## src/dq_pkg.sv

```systemverilog
// Shared operation and status codes for the double-ended queue.
`default_nettype none
package dq_pkg;

   localparam int FUNC_BITS   = 2;
   localparam int STATUS_BITS = 2;
   localparam int VALUE_BITS  = 32;

   typedef logic [FUNC_BITS-1:0]   func_type;
   typedef logic [STATUS_BITS-1:0] status_type;

   localparam func_type FUNC_PUSH_FRONT = 2'd0;
   localparam func_type FUNC_PUSH_BACK  = 2'd1;
   localparam func_type FUNC_POP_FRONT  = 2'd2;
   localparam func_type FUNC_POP_BACK   = 2'd3;

   localparam status_type STATUS_DONE      = 2'd0;
   localparam status_type STATUS_POP_EMPTY = 2'd1;
   localparam status_type STATUS_PUSH_FULL = 2'd2;

endpackage
`default_nettype wire

```

## src/double_ended_queue.sv

```systemverilog
// Double-ended queue of signed words held in a ring of DEPTH entries. Each request word
// carries one operation (push front, push back, pop front, pop back) and produces exactly
// one response word with the new front and back values (-1 when empty), the count and a
// status. Each word passes through three steps: on acceptance the pointers and count are
// updated and the ring is written, in the read state the ring's registered read ports take
// the front and back entries, and in the data state the response register is loaded once it
// is free. The response register lets the next request be accepted while a response still
// waits. Pops on an empty queue and pushes onto a full ring change nothing and are flagged.
`default_nettype none
module double_ended_queue
   import dq_pkg::*;
#(
   parameter int DEPTH     = 16,
   parameter int WORD_BITS = 32,
   localparam int IDX_BITS    = (DEPTH > 1) ? $clog2(DEPTH) : 1,
   localparam int CNT_BITS    = $clog2(DEPTH + 1),
   localparam int REQ_BITS    = FUNC_BITS + VALUE_BITS,
   localparam int REQ_TDATA_W = ((REQ_BITS + 7) / 8) * 8,
   localparam int RSP_BITS    = 2 * VALUE_BITS + 1 + CNT_BITS + STATUS_BITS,
   localparam int RSP_TDATA_W = ((RSP_BITS + 7) / 8) * 8
) (
   input  wire logic                   clock,
   input  wire logic                   reset,
   // Request fields from bit 0 up: func, element_value.
   input  wire logic [REQ_TDATA_W-1:0] req_tdata,
   input  wire logic                   req_tvalid,
   output logic                        req_tready,
   // Response fields from bit 0 up: front_value, back_value, is_empty, entry_count,
   // op_status.
   output logic      [RSP_TDATA_W-1:0] rsp_tdata,
   output logic                        rsp_tvalid,
   input  wire logic                   rsp_tready
);

   localparam logic [1:0] S_IDLE = 2'd0;
   localparam logic [1:0] S_READ = 2'd1;
   localparam logic [1:0] S_DATA = 2'd2;

   localparam logic [IDX_BITS-1:0] LAST_IDX = IDX_BITS'(DEPTH - 1);
   localparam logic [CNT_BITS-1:0] FULL_CNT = CNT_BITS'(DEPTH);

   logic [1:0]            state_ff, state_in;
   logic [IDX_BITS-1:0]   front_ff, front_in;
   logic [IDX_BITS-1:0]   back_ff, back_in;
   logic [CNT_BITS-1:0]   count_ff, count_in;
   status_type            status_ff, status_in;
   logic                  rsp_valid_ff, rsp_valid_in;
   logic [RSP_BITS-1:0]   rsp_data_ff;

   func_type              req_func;
   logic [VALUE_BITS-1:0] req_value;
   logic                  req_take;
   logic                  rsp_load;

   logic [IDX_BITS-1:0]   front_prev, front_next, back_prev, back_next;
   logic                  wr_en;
   logic [IDX_BITS-1:0]   wr_addr;
   logic [WORD_BITS-1:0]  wr_data;
   logic [WORD_BITS-1:0]  rd_front, rd_back;
   logic [VALUE_BITS-1:0] front_value, back_value;
   logic                  is_empty;

   assign req_func  = req_tdata[FUNC_BITS-1:0];
   assign req_value = req_tdata[FUNC_BITS +: VALUE_BITS];
   assign req_tready = (state_ff == S_IDLE);
   assign req_take   = req_tvalid && req_tready;

   assign front_prev = (front_ff == '0) ? LAST_IDX : front_ff - 1'b1;
   assign front_next = (front_ff == LAST_IDX) ? '0 : front_ff + 1'b1;
   assign back_prev  = (back_ff == '0) ? LAST_IDX : back_ff - 1'b1;
   assign back_next  = (back_ff == LAST_IDX) ? '0 : back_ff + 1'b1;

   assign wr_data = WORD_BITS'($signed(req_value));

   // Pointer and count update, done in the cycle the request word is accepted.
   always_comb begin
      front_in  = front_ff;
      back_in   = back_ff;
      count_in  = count_ff;
      status_in = status_ff;
      wr_en     = 1'b0;
      wr_addr   = front_ff;
      if (req_take) begin
         status_in = STATUS_DONE;
         unique case (req_func)
            FUNC_PUSH_FRONT, FUNC_PUSH_BACK: begin
               if (count_ff == FULL_CNT) begin
                  status_in = STATUS_PUSH_FULL;
               end else begin
                  wr_en    = 1'b1;
                  count_in = count_ff + 1'b1;
                  if (count_ff == '0) begin
                     back_in = front_ff;
                     wr_addr = front_ff;
                  end else if (req_func == FUNC_PUSH_FRONT) begin
                     front_in = front_prev;
                     wr_addr  = front_prev;
                  end else begin
                     back_in = back_next;
                     wr_addr = back_next;
                  end
               end
            end
            FUNC_POP_FRONT, FUNC_POP_BACK: begin
               if (count_ff == '0) begin
                  status_in = STATUS_POP_EMPTY;
               end else begin
                  count_in = count_ff - 1'b1;
                  // Removing the last entry leaves both pointers in place.
                  if (count_ff != CNT_BITS'(1)) begin
                     if (req_func == FUNC_POP_FRONT) begin
                        front_in = front_next;
                     end else begin
                        back_in = back_prev;
                     end
                  end
               end
            end
            default: begin
               status_in = STATUS_DONE;
            end
         endcase
      end
   end

   assign rsp_load = (state_ff == S_DATA) && (!rsp_valid_ff || rsp_tready);

   always_comb begin
      state_in = state_ff;
      unique case (state_ff)
         S_IDLE:  if (req_take) state_in = S_READ;
         S_READ:  state_in = S_DATA;
         S_DATA:  if (rsp_load) state_in = S_IDLE;
         default: state_in = S_IDLE;
      endcase
   end

   always_comb begin
      rsp_valid_in = rsp_valid_ff;
      if (rsp_load) begin
         rsp_valid_in = 1'b1;
      end else if (rsp_tready) begin
         rsp_valid_in = 1'b0;
      end
   end

   // The ring is read every cycle at the current pointers; the words read during the
   // cycle after an update are the ones that reach the response register.
   dq_ring #(
      .DEPTH     (DEPTH),
      .WORD_BITS (WORD_BITS),
      .IDX_BITS  (IDX_BITS)
   ) u_ring (
      .clock     (clock),
      .wr_en     (wr_en),
      .wr_addr   (wr_addr),
      .wr_data   (wr_data),
      .rd_addr_a (front_ff),
      .rd_addr_b (back_ff),
      .rd_data_a (rd_front),
      .rd_data_b (rd_back)
   );

   assign is_empty    = (count_ff == '0);
   assign front_value = is_empty ? '1 : VALUE_BITS'($signed(rd_front));
   assign back_value  = is_empty ? '1 : VALUE_BITS'($signed(rd_back));

   always_ff @(posedge clock) begin
      if (reset) begin
         state_ff     <= S_IDLE;
         front_ff     <= '0;
         back_ff      <= '0;
         count_ff     <= '0;
         status_ff    <= STATUS_DONE;
         rsp_valid_ff <= 1'b0;
      end else begin
         state_ff     <= state_in;
         front_ff     <= front_in;
         back_ff      <= back_in;
         count_ff     <= count_in;
         status_ff    <= status_in;
         rsp_valid_ff <= rsp_valid_in;
      end
   end

   always_ff @(posedge clock) begin
      if (rsp_load) begin
         rsp_data_ff <= {status_ff, count_ff, is_empty, back_value, front_value};
      end
   end

   assign rsp_tvalid = rsp_valid_ff;
   assign rsp_tdata  = RSP_TDATA_W'(rsp_data_ff);

   // Number of entries spanned from front to back, inclusive, around the ring.
   logic [IDX_BITS:0] span;
   assign span = (back_ff >= front_ff)
                 ? ({1'b0, back_ff} - {1'b0, front_ff} + 1'b1)
                 : ({1'b0, back_ff} + (IDX_BITS + 1)'(DEPTH) - {1'b0, front_ff} + 1'b1);

   a_count_bound: assert property (@(posedge clock) disable iff (reset)
      count_ff <= FULL_CNT)
      else $error("entry count exceeds ring depth");

   a_span_matches_count: assert property (@(posedge clock) disable iff (reset)
      (count_ff != '0) |-> ((IDX_BITS + 1)'(count_ff) == span))
      else $error("front and back pointers disagree with the entry count");

   a_pop_empty_keeps: assert property (@(posedge clock) disable iff (reset)
      (req_take && count_ff == '0 &&
       (req_func == FUNC_POP_FRONT || req_func == FUNC_POP_BACK))
      |=> (count_ff == '0 && $stable(front_ff) && $stable(back_ff)))
      else $error("pop on empty queue changed state");

   a_busy_after_take: assert property (@(posedge clock) disable iff (reset)
      req_take |=> (state_ff == S_READ && !req_tready))
      else $error("request accepted while previous word still in flight");

endmodule
`default_nettype wire

```

## src/dq_ring.sv

```systemverilog
// Ring storage: one write port and two registered read ports.
`default_nettype none
module dq_ring #(
   parameter int DEPTH     = 16,
   parameter int WORD_BITS = 32,
   parameter int IDX_BITS  = 4
) (
   input  wire logic                 clock,
   input  wire logic                 wr_en,
   input  wire logic [IDX_BITS-1:0]  wr_addr,
   input  wire logic [WORD_BITS-1:0] wr_data,
   input  wire logic [IDX_BITS-1:0]  rd_addr_a,
   input  wire logic [IDX_BITS-1:0]  rd_addr_b,
   output logic      [WORD_BITS-1:0] rd_data_a,
   output logic      [WORD_BITS-1:0] rd_data_b
);

   logic [WORD_BITS-1:0] mem [DEPTH];
   logic [WORD_BITS-1:0] rd_a_ff;
   logic [WORD_BITS-1:0] rd_b_ff;

   always_ff @(posedge clock) begin
      if (wr_en) begin
         mem[wr_addr] <= wr_data;
      end
      rd_a_ff <= mem[rd_addr_a];
      rd_b_ff <= mem[rd_addr_b];
   end

   assign rd_data_a = rd_a_ff;
   assign rd_data_b = rd_b_ff;

endmodule
`default_nettype wire

```

## config.mk

```make
export PLATFORM = sky130hd
export DESIGN_NAME = double_ended_queue
export DESIGN_NICKNAME = d
export VERILOG_FILES = /design/src/dq_pkg.sv /design/src/double_ended_queue.sv /design/src/dq_ring.sv
export SDC_FILE = /design/constraint.sdc
export NUM_CORES = 1
export LEC_CHECK = 0
export BUFFER_PORTS_ARGS = -buffer_cell sky130_fd_sc_hd__buf_2
export CAP_MARGIN = 20
export CORE_MARGIN = 3
export CORE_UTILIZATION = 62
export CTS_CLUSTER_DIAMETER = 200
export CTS_CLUSTER_SIZE = 10
export DETAILED_ROUTE_END_ITERATION = 8
export PLACE_DENSITY = 0.8
export SLEW_MARGIN = 40
export SYNTH_ARGS = -nofsm -noshare
export SYNTH_HDL_FRONTEND = slang
export SYNTH_SLANG_ARGS = --single-unit
```

## constraint.sdc

```tcl
create_clock -name clock -period 6.95 [get_ports clock]
set_clock_uncertainty 0.2 [all_clocks]
set_input_delay 1.39 -clock clock [delete_from_list [all_inputs] [get_ports clock]]
set_output_delay 1.39 -clock clock [all_outputs]
set_load 0.03 [all_outputs]
```

==> results.sh <==
export IMPL_gp_congestion=0.8163
export IMPL_vias=15790
export IMPL_syn_inst=1457
export IMPL_synth_top_area_share_pct=61.45
export IMPL_wl_mm=68.93
export IMPL_hpwlAfterDp_mm=36.14
export IMPL_worst_pin_slew_ns=0.8692
export IMPL_synth_compound_area_share_pct=2.863
export IMPL_period_share_pct=71.02
export IMPL_start_kind="flop"
export IMPL_grt_max_degree=89
export IMPL_area_growth_pct=12.87
export IMPL_drtIter0Drc=2198
export IMPL_endpoint_kind="flop"
export IMPL_min_delay_worst_endpoint="rsp_tdata[70]"
export IMPL_insertion_delay_ns=0.59
export IMPL_fin_ws_ns=2.014
export IMPL_slew_limit_headroom_pct=42.06
export IMPL_r2r_slack_ns=2.01
export IMPL_arrival_ns=4.94
export IMPL_outcome="finished, final reports clean"
export IMPL_rows=77
export IMPL_yosysTopAreaCell="edfxtp_1"
export IMPL_htree_levels=3
export IMPL_hold_path_class="reg2reg"
export IMPL_num_nets_final=1637
export IMPL_clk_path_buf_depth=3
export IMPL_ios=118
export IMPL_tritoncts="built"
export IMPL_r2r_end="u_ring.mem[10][29]"
export IMPL_fp_coreArea_mm2=0.04480
export IMPL_synth_xor_area_share_pct=0.2762
export IMPL_hold_depth=0
export IMPL_path_delay_family="buffers and inverters"
export IMPL_worstHoldStart="status_ff[0]"
export IMPL_ant_nets=0
export IMPL_regToRegStartpoint="back_ff[1]"
export IMPL_synth_mux_area_share_pct=22.94
export IMPL_synthAdderAreaFrac_pct=0.3508
export IMPL_rr_worst_depth=9
export IMPL_grt_pass1_wl_mm=103.8
export IMPL_grt_pass1_vias=16340
export IMPL_peakVddDrop_uv=233.2
export IMPL_cts_buffers=76
export IMPL_async_flop_share_pct=0
export IMPL_required_ns=6.96
export IMPL_ctsResizeCount=0
export IMPL_path_class="reg2reg"
export IMPL_antenna_found_initial=5
export IMPL_synth_edf_count=584
export IMPL_numClockSinks=666
export IMPL_finalHoldViolCount=0
export IMPL_ys_types=54
export IMPL_tns_ns=0
export IMPL_yosysWarnings=0
export IMPL_die_area_mm2=0.04864
export IMPL_crit_chain="inv_1 -> buf_4 -> ha_1 -> o21ai_0 -> o31ai_1 -> nor3b_1 -> a31oi_1 -> nor3_2 -> buf_4"
export IMPL_netlist_area_mm2=0.02854
export IMPL_ys_ff_latch=666
export IMPL_die_w_um=220.5
export IMPL_path_max_fanout=48
export IMPL_root_buffer="clkbuf_16"
export IMPL_synth_nets=1509
export IMPL_slowest_delay_ns=0.88
export IMPL_setup_viol=0
export IMPL_yosysSeqAreaShare_pct=67.21
export IMPL_via_per_inst=7.042
export IMPL_cts_hold_buffers=0
export IMPL_path_clk_slew_ns=0.06
export IMPL_drv_slew=0
export IMPL_maxCapViolCount=0
export IMPL_routedWlPerCell_um=30.75
export IMPL_dr_pass1_iters=5
export IMPL_synth_simple_gate_area_share_pct=4.635
export IMPL_worst_path_most_repeated_cell="buf_4"
export IMPL_grt_overflow_total=0
export IMPL_slowest_stage="dfxtp_4"
export IMPL_avgSynthCellArea_um2=19.59
export IMPL_fmax_mhz=202.6
export IMPL_final_layout_size_suffix_gt1_share_pct=34.30
export IMPL_dp_worst_setup_slack_ns=2.051
export IMPL_synthTopCellsByArea="edfxtp_1 (61%), mux4_2 (23%), dfxtp_1 (5.8%), nand2b_1 (1.5%), nand2_1 (1.0%)"
export IMPL_power_density_mw_per_mm2=307.1
export IMPL_synth_top_family_by_area="multiplexers"
export IMPL_initial_core_util_pct=63.70
export IMPL_fp_dieH_um=220.5
export IMPL_io_buffers=111
export IMPL_drc=0
export IMPL_fin_crit_ns=4.936
export IMPL_cts_setup_buffers=0
export IMPL_rsz0062_at_grt="false"
export IMPL_path_buf_inv=3
export IMPL_grt_usage_pct=29.63
export IMPL_ys_flop_type="edfxtp_1"
export IMPL_leakagePower_nw=10.09
-- state kept, by name, indices dropped and copies added (netlist names) --
signal and flops:
u_ring.mem 512, back_ff 4, state_ff 2, u_ring.rd_data_b 32
front_ff 4, count_ff 5, status_ff 2, rsp_tvalid 1
u_ring.rd_data_a 32, rsp_tdata 72
-- report_power, final --
group	switching, mW	internal, mW	leakage, nW
Sequential	0.156	4.59	5.93
Clock	1.51	2.16	1.08
Combinational	0.774	0.695	3.08
Total	2.44	7.45	10.1
-- cell type report --
cell class	instances	area (um^2)
sequential	666	19200
fill	2573	12590
multi-input combinational	672	8977
clock buffer	135	2187
timing repair buffer	158	973.4
tap	592	740.7
clock inverter	5	80.08
inverter	11	41.29
antenna	3	7.507
-- routing by layer --
layer / vias to the layer above / part of all wire [%] / global-route usage (%)
met5: - / 0.070 / 0
met4: 6 / 3.2 / 11.18
met3: 181 / 10 / 6.207
met2: 1033 / 50 / 47.58
met1: 8221 / 37 / 41.16
li1: 6348 / - / -
-- placed cells by master, fill, tap and decap left out, types with 7 or more instances in the layout --
master / n
ha_1: 8
inv_1: 8
o21ai_0: 7
nor3_2: 7
a21oi_1: 13
edfxtp_1: 584
nand2_1: 76
nor2_1: 23
buf_2: 111
and2_1: 34
dfxtp_1: 75
mux4_2: 287
clkbuf_1: 56
nand2b_1: 67
buf_4: 40
a31oi_1: 39
clkbuf_16: 79
a211oi_1: 37
-- cells in the mapped netlist (7+ instances only) --
master and instances:
buf_1 16, a211oi_1 37, nor3b_1 8, ha_1 8
and2_1 34, clkbuf_1 65, mux4_2 287, nor3_1 11
inv_1 8, nand2_1 76, nand2b_1 67, edfxtp_1 584
buf_2 25, a31oi_1 40, nor2_1 23, dfxtp_1 82
a21oi_1 13, o21ai_0 7
-- worst register-to-register path, delay by kind of cell, from the launching register on --
kind / cells / cell delay (ns)
AO/OA/AOI/OAI: 3 / 0.45
flip-flops: 1 / 0.88
buffers and inverters: 3 / 1.76
AND/OR/NAND/NOR: 2 / 0.87
adder cells (fa/ha/maj): 1 / 0.37
-- worst max-delay path by stage --
stage / startpoint / endpoint / slack (ns) / cells past startpoint
after CTS: back_ff[1] / u_ring.mem[10][29] / 2.09 / 9
after global placement: req_tvalid / u_ring.mem[3][6] / 1.89 / 6
after floorplan: req_tvalid / u_ring.mem[3][0] / 1.16 / 6
after detailed placement: req_tvalid / u_ring.mem[8][22] / 2.05 / 7
after global routing: back_ff[1] / u_ring.mem[10][29] / 1.84 / 9
final: back_ff[1] / u_ring.mem[10][29] / 2.01 / 9
-- kinds of logic after synthesis --
| kind of cell | count (synthesis) |
|---|---|
| buffers and inverters | 119 |
| adders and majority gates | 8 |
| muxes | 295 |
| xor gates and xnor gates | 9 |
| DFF | 666 |
| and+or+nand+nor | 243 |
| AOI/OAI and AO/OA | 117 |
-- per-stage QoR --
stage	util, %	hold WS, ns	cell area (um^2)	total power, mW	instances
after floorplan	-	0.2064	28540	5.850	1457
after global placement	66.63	0.2130	29850	6.214	2096
after detailed placement	66.78	0.2251	29920	6.273	2099
after CTS	71.84	0.2368	32190	9.945	2239
after global routing	71.89	0.2580	32210	10.24	2241
final	71.90	0.2368	32210	9.893	2242
Note: power is estimated with default switching activity, not from simulation.
